--- src/rtl/core/dgsp_pkg.sv ---
// ----------------------------------------------------------------------------
// dgsp_pkg
// Shared types and constants for the dense graph shortest path engine.
// ----------------------------------------------------------------------------
package dgsp_pkg;

    localparam int MAX_VERTICES = 64;
    localparam int VIDX_W       = $clog2(MAX_VERTICES);
    localparam int COUNT_W      = $clog2(MAX_VERTICES + 1);
    localparam int WEIGHT_W     = 16;
    localparam int DIST_W       = 22;
    localparam int WADDR_W      = 2 * VIDX_W;
    localparam int WDEPTH       = MAX_VERTICES * MAX_VERTICES;

    localparam logic [DIST_W-1:0]  DIST_INF        = {DIST_W{1'b1}};
    localparam logic [DIST_W-1:0]  DIST_MAX_FINITE = DIST_INF - 1'b1;
    localparam logic [COUNT_W-1:0] VCOUNT_RESET    = COUNT_W'(MAX_VERTICES);

    typedef enum logic {
        OP_WRITE = 1'b0,
        OP_RUN   = 1'b1
    } dgsp_op_t;

    typedef enum logic [2:0] {
        ST_IDLE,
        ST_SEED,
        ST_SELECT,
        ST_RELAX,
        ST_OUTPUT
    } dgsp_state_t;

    typedef enum logic [1:0] {
        MODE_IDLE,
        MODE_SEED,
        MODE_RELAX,
        MODE_OUTPUT
    } dgsp_mode_t;

    typedef struct packed {
        logic       load_weight;
        logic       run_init;
        logic       begin_pass;
        logic       take_pick;
        dgsp_mode_t mode;
    } dgsp_cmd_t;

    typedef struct packed {
        logic pass_done;
        logic found;
    } dgsp_status_t;

endpackage

--- src/rtl/core/dgsp_ctrl.sv ---
// ----------------------------------------------------------------------------
// dgsp_ctrl
// Sequencer for weight loads and the seed, select, relax and output passes.
// ----------------------------------------------------------------------------
module dgsp_ctrl
    import dgsp_pkg::*;
(
    input  logic         clk,
    input  logic         rst_n,
    input  logic         start,
    input  logic         opcode,
    input  dgsp_status_t status,
    output dgsp_cmd_t    cmd,
    output logic         busy
);

    dgsp_state_t state_reg;
    dgsp_state_t state_next;
    logic        accept;

    assign accept = start && (state_reg == ST_IDLE);

    always_comb
    begin
        state_next = state_reg;
        case (state_reg)
            ST_IDLE:
            begin
                if (accept && (opcode == OP_RUN))
                begin
                    state_next = ST_SEED;
                end
            end
            ST_SEED, ST_RELAX:
            begin
                if (status.pass_done)
                begin
                    state_next = ST_SELECT;
                end
            end
            ST_SELECT:
            begin
                state_next = status.found ? ST_RELAX : ST_OUTPUT;
            end
            ST_OUTPUT:
            begin
                if (status.pass_done)
                begin
                    state_next = ST_IDLE;
                end
            end
            default:
            begin
                state_next = ST_IDLE;
            end
        endcase
    end

    always_comb
    begin
        cmd  = '0;
        busy = 1'b1;
        case (state_reg)
            ST_IDLE:
            begin
                busy            = 1'b0;
                cmd.mode        = MODE_IDLE;
                cmd.load_weight = accept && (opcode == OP_WRITE);
                cmd.run_init    = accept && (opcode == OP_RUN);
                cmd.begin_pass  = accept && (opcode == OP_RUN);
            end
            ST_SEED:
            begin
                cmd.mode = MODE_SEED;
            end
            ST_SELECT:
            begin
                // The nearest vertex found by the last pass, if any, is marked here.
                cmd.mode       = MODE_IDLE;
                cmd.begin_pass = 1'b1;
                cmd.take_pick  = status.found;
            end
            ST_RELAX:
            begin
                cmd.mode = MODE_RELAX;
            end
            ST_OUTPUT:
            begin
                cmd.mode = MODE_OUTPUT;
            end
            default:
            begin
                cmd.mode = MODE_IDLE;
            end
        endcase
    end

    always_ff @(posedge clk or negedge rst_n)
    begin
        if (!rst_n)
        begin
            state_reg <= ST_IDLE;
        end
        else
        begin
            state_reg <= state_next;
        end
    end

endmodule

--- config.mk ---
export PLATFORM = sky130hd
export DESIGN_NAME = dgsp_ctrl
export DESIGN_NICKNAME = d
export VERILOG_FILES = /design/src/rtl/core/dgsp_pkg.sv /design/src/rtl/core/dgsp_ctrl.sv
export SDC_FILE = /design/constraint.sdc
export NUM_CORES = 1
export LEC_CHECK = 0
export ABC_AREA = 1
export BUFFER_PORTS_ARGS = -buffer_cell sky130_fd_sc_hd__buf_2
export CORE_AREA = 5 5 42 44
export CTS_BUF_LIST = sky130_fd_sc_hd__clkbuf_4 sky130_fd_sc_hd__clkbuf_8 sky130_fd_sc_hd__clkbuf_16
export DETAILED_ROUTE_END_ITERATION = 6
export DIE_AREA = 0 0 47 49
export SYNTH_ARGS = -nofsm -noshare
export SYNTH_HDL_FRONTEND = slang
export SYNTH_SLANG_ARGS = --single-unit
--- constraint.sdc ---
create_clock -name clk -period 2.2 [get_ports clk]
set_input_delay 0.22 -clock clk [delete_from_list [all_inputs] [get_ports clk]]
set_output_delay 0.22 -clock clk [all_outputs]
set_load 0.02 [all_outputs]
==> results.yml, run 1 <==
status:
  status: "finished, final reports clean"
critical_path:
  cp-start-kind: "flop"
  worstPathMaxFanout: 8
  path_class: "flop to primary output"
  r2r_cells: 4
  setup.worst_path.end_class: "primary output"
  required_ns: 1.98
  cp_data_arrival_time_ns: 1.34
route:
  wire_per_inst_um: 8.792
  first_pass_iters: 2
  drc: 0
  vias: 304
  dr.first_iter.drc_count: 1
  final_antenna_net_count: 0
  avgViaCountPerCell: 4.222
  wl_um: 633
placement:
  dp.cells: 67
  routabilityCongestion: 0.7333
  hpwlAfterDp_um: 530.6
  port_buffers: 12
  dpl_cell_area_um2: 352.8
grt:
  grt_pass1_wl_um: 1048
  antenna_found_initial: 0
  overflow: 0
  grt_max_degree: 9
  first_global_vias: 285
  grt.total_usage_pct: 6.624
clocking:
  clkTransAtPathRegs_ns: 0.04
  clock-sinks: 3
  cts_inserted_buffers: 3
  clk_latency_ns: 0.23
  cts_resized: 0
  clk_path_buf_depth: 2
  cts_tree: "yes"
  cts_root_buffer: "clkbuf_4"
  htreeDepth: 1
die:
  die_width_um: 47
  initial_core_util_pct: 20.27
  ios: 13
  rows: 14
  fp.coreArea_um2: 1401
  fp.dieArea_um2: 2303
  die_y_um: 49
synthesis:
  yosysSeqAreaShare_pct: 26.43
  yosys_warnings: 0
  synth-seq-cells: 3
  synth_area_um2: 284.0
  syn-instance-count: 40
  yosys.cell_types.count: 16
  synth_fp_nets: 46
  avgSynthCellArea_um2: 7.101
layout:
  layout.nets: 63
  final_cell_area_um2: 392.9
  antennaDiodeCount: 0
  fin_cells: 72
  final_common_cell: "buf_2"
  fill_cells: 159
  drive_gt1_share_pct: 48.21
  largest_register_ffs: 3
  final_cell_mix: "buf_2, inv_1, nand2_1, clkbuf_4"
  syn_to_final_growth_pct: 38.33
  final_core_util_pct: 28.04
  multiInputGateArea_um2: 160.2
  ff_latch_area_um2: 75.07
power:
  p_leak_nw: 0.2462
  ir_drop_v: 0.0003558
  intPower_mw: 0.2797
  switching_power_mw: 0.2887
  combPwrFrac_pct: 59.4
  power_frac_clock_pct: 19.1
  sw_frac_of_total_pct: 50.79
  p_per_area_nw_per_um2: 1447
  pwr-share-seq_pct: 21.5
timing:
  period_needed_ns: 1.565
  max_freq_ghz: 0.6391
  holdWs_ns: 0.2368
  skew_ns: 0.002092
  slew_headroom_pct: 81.61
  setup_viol: 0
  finalHoldViolCount: 0
  rsz0062_at_grt: "no"
  worstMarginPinSlew_ns: 0.2758
  min_period_over_period_pct: 71.12
  drv_slew: 0
  setup_tns_ns: 0
worst_hold_path:
  hp-class: "primary input to flop"
  whs_path_depth: 2
flow_run:
  drv_cap: 0
through the flow:
step	setup WS, ns	power (mW)
6_report	0.6353	0.5684
5_1_grt	0.5480	0.6215
4_1_cts	0.6202	0.5795
3_5_place_dp	0.8747	0.4646
3_3_place_gp	0.9028	0.4605
2_1_floorplan	0.8094	0.3902
cell families (layout without fill, tap and decap cells):
family / after synthesis / after routing / synth area share, %
buffers and inverters: 11 / 27 / 17.18
AOI/OAI and AO/OA: 4 / 4 / 10.57
and+or+nand+nor: 22 / 22 / 45.81
DFF: 3 / 3 / 26.43
power by group through the flow:
stage          sequential (mW)  clock (mW)  combinational (mW)
3_3_place_gp             0.122           0               0.339
3_5_place_dp             0.122           0               0.342
2_1_floorplan            0.103           0               0.287
6_report                 0.122       0.108               0.338
4_1_cts                  0.122       0.113               0.344
5_1_grt                  0.126       0.120               0.375
synthesized netlist by cell type (all sizes together):
cell    count  area share (%)
inv        10              13
nor2        2             3.5
a21oi       1             3.1
dfrtp       3              26
nand4       2             4.4
nand2      10              15
buf         1             4.0
o211ai      1             2.6
o21ai       2             4.8
nor3        2             7.0
nand3       6              16
worst paths after layout:
path,startpoint,endpoint,slack (ns)
min,status[0],state_reg[2],0.24
max,state_reg[1],cmd[3],0.64
min in group asynchronous,rst_n,state_reg[1],0.30
min reg2reg,state_reg[0],state_reg[1],0.67
max in group asynchronous,rst_n,state_reg[0],1.79
max reg2reg,state_reg[1],state_reg[0],1.12
per-layer routing:
layer  GRT usage [%]  share of wire, %
met1           6.167                39
met2           9.502                56
met3           3.321               5.5
met4           6.912                 0
met5               0                 0
layout make-up:
cell class              count  share of cell area [%]
multi-input cells          26                   40.76
flip-flops and latches      3                   19.11
repair buffers             13                   17.83
inverters                  10                   9.554
clock buffers               4                   7.643
well taps                  16                   5.096
repair_timing:
action,in CTS,in global routing
buffers inserted,0,0
hold endpoints to repair,3,0
hold buffers,1,0
critical path, stage by stage, from the launching register on:
cell and delay [ns]:
dfrtp_1 0.46, nor3_2 0.27, nand3_1 0.14, nand2_1 0.08, buf_2 0.16
(Power assumes the default switching activity.)
==> inputs of run 2 (changes only) <==
Clock period 2.2 ns to 1.4 ns, I/O delays scaled along.
==> run 2 against run 1 <==
Net effect: sequential share of layout area decreased by 3.1 points; highest routed layer is now met4; non-clock buffer count grew 7; clock power grew 60%; worst hold slack worse by 0.11 ns; power increased by 100%; cell area increased by 22%; largest cell class unchanged.
==> results.yml, run 2 (synthesized netlist as in run 1, its figures left out) <==
clocking:
  clkTransAtPathRegs_ns: 0.04
  clock-sinks: 3
  clk_path_buf_depth: 2
  cts_tree: "yes"
  htreeDepth: 1
  cts_inserted_buffers: 3
  cts_root_buffer: "clkbuf_4"
  clk_latency_ns: 0.23
worst_hold_path:
  whs_path_depth: 2
  hp-class: "primary input to flop"
  hold_path_end: "state_reg[2]"
  hp-start: "status[0]"
route:
  wl_um: 737
  avgViaCountPerCell: 4.253
  drc: 0
  wire_per_inst_um: 9.329
  vias: 336
  final_antenna_net_count: 0
  dr.first_iter.drc_count: 5
  first_pass_iters: 3
grt:
  grt_max_degree: 8
  grt.total_usage_pct: 7.188
  first_global_vias: 341
  overflow: 0
  grt_pass1_wl_um: 1207
  antenna_found_initial: 0
die:
  rows: 14
  initial_core_util_pct: 20.27
  die_y_um: 49
  fp.coreArea_um2: 1401
  fp.dieArea_um2: 2303
  ios: 13
  die_width_um: 47
layout:
  fin_cells: 79
  syn_to_final_growth_pct: 68.28
  layout.nets: 70
  final_cell_mix: "buf_4, inv_1, nand2_1, buf_2, clkbuf_4"
  fill_cells: 159
  drive_gt1_share_pct: 58.73
  antennaDiodeCount: 0
  final_common_cell: "buf_4"
  largest_register_ffs: 3
  final_cell_area_um2: 478.0
placement:
  hpwlAfterDp_um: 560.1
  port_buffers: 12
  dp.cells: 68
  routabilityCongestion: 0.7042
  dpl_cell_area_um2: 360.3
  dpl_worst_slack_ns: 0.1703
timing:
  period_needed_ns: 1.366
  setup_viol: 0
  rsz0062_at_grt: "yes"
  finalHoldViolCount: 0
  skew_ns: 0.003166
  slew_headroom_pct: 85.80
  setup_tns_ns: 0
  min_period_over_period_pct: 97.60
  worstMarginPinSlew_ns: 0.2121
  layout_setup_ws_ns: 0.03354
  max_freq_ghz: 0.7318
  drv_slew: 0
power:
  ir_drop_v: 0.0005832
  p_leak_nw: 0.2844
  p_per_area_nw_per_um2: 2417
  power_mw: 1.155
critical_path:
  path_cells: "buf_4, nor2_4, nand2_2, nand2_1, buf_4"
  required_ns: 1.26
  r2r_cells: 8
  r2r-end: "state_reg[1]"
  critPathMaxStageDelay_ns: 0.41
  r2r-start: "state_reg[1]"
  r2r_slack_ns: 0.09
  path_class: "flop to primary output"
  worstPathMaxFanout: 7
  setup.worst_path.end_class: "primary output"
  crit_top_cell: "buf_4"
  cp-start-kind: "flop"
  cpMaxStageDelayCell: "dfrtp_1"
  cp_data_arrival_time_ns: 1.23
status:
  status: "finished, final reports clean"
flow_run:
  drv_cap: 0
==> run 2: how the worst max path moves through the flow <==
| stage | start | end | slack, ns | cells past startpoint |
|---|---|---|---|---|
| 2_1_floorplan | state_reg[1] | cmd[5] | 0.09 | 4 |
| 3_3_place_gp | state_reg[2] | cmd[3] | 0.20 | 4 |
| 3_5_place_dp | state_reg[2] | cmd[3] | 0.17 | 4 |
| 4_1_cts | state_reg[0] | cmd[3] | 0.02 | 4 |
| 5_1_grt | state_reg[1] | cmd[4] | -0.06 | 4 |
| 6_report | state_reg[1] | cmd[0] | 0.03 | 5 |
==> run 2: critical path, delay by kind of cell (launching register included) <==
family / cells / cell delay [ns]
buf+inv: 2 / 0.32
flops: 1 / 0.41
simple gates: 3 / 0.27
==> run 2: timing repair <==
action / CTS / global route
endpoints found under the setup margin: 3 / 8
hold buffers: 1 / 0
buffers inserted: 5 / 1
resized for setup: 1 / 10
pin swaps: 1 / 1
hold endpoints to repair: 3 / 0
==> run 2: per-stage QoR <==
step | utilization [%] | hold slack (ns)
finish | 34.11 | 0.1280
floorplan | - | -0.1556
global route | 34.11 | 0.1529
detailed placement | 25.71 | -0.06224
global placement | 25.71 | -0.06402
CTS | 31.34 | 0.1272
==> run 2: report_power, final <==
group          leakage (nW)  total [mW]  switching, mW  internal [mW]
sequential           0.0376       0.183         0.0573          0.125
clock                0.0184       0.173         0.0467          0.126
combinational         0.228       0.800          0.425          0.375
total                 0.284        1.16          0.529          0.626
==> run 2: layout make-up <==
cell class / instances / area, um2 / area share (%)
clock buffer: 4 / 30.03 / 6.283
multi-input combinational: 26 / 176.4 / 36.91
sequential: 3 / 76.32 / 15.97
timing repair buffer: 20 / 135.1 / 28.27
tap: 16 / 20.02 / 4.188
inverter: 10 / 40.04 / 8.377
==> run 2: metal layers <==
layer / GRT usage (%) / routed length (um) / vias to the layer above
li1: - / - / 175
met1: 6.167 / 268 / 151
met2: 12.67 / 414 / 8
met3: 2.214 / 44 / 2
met4: 5.530 / 8 / 0
met5: 0 / 0 / -
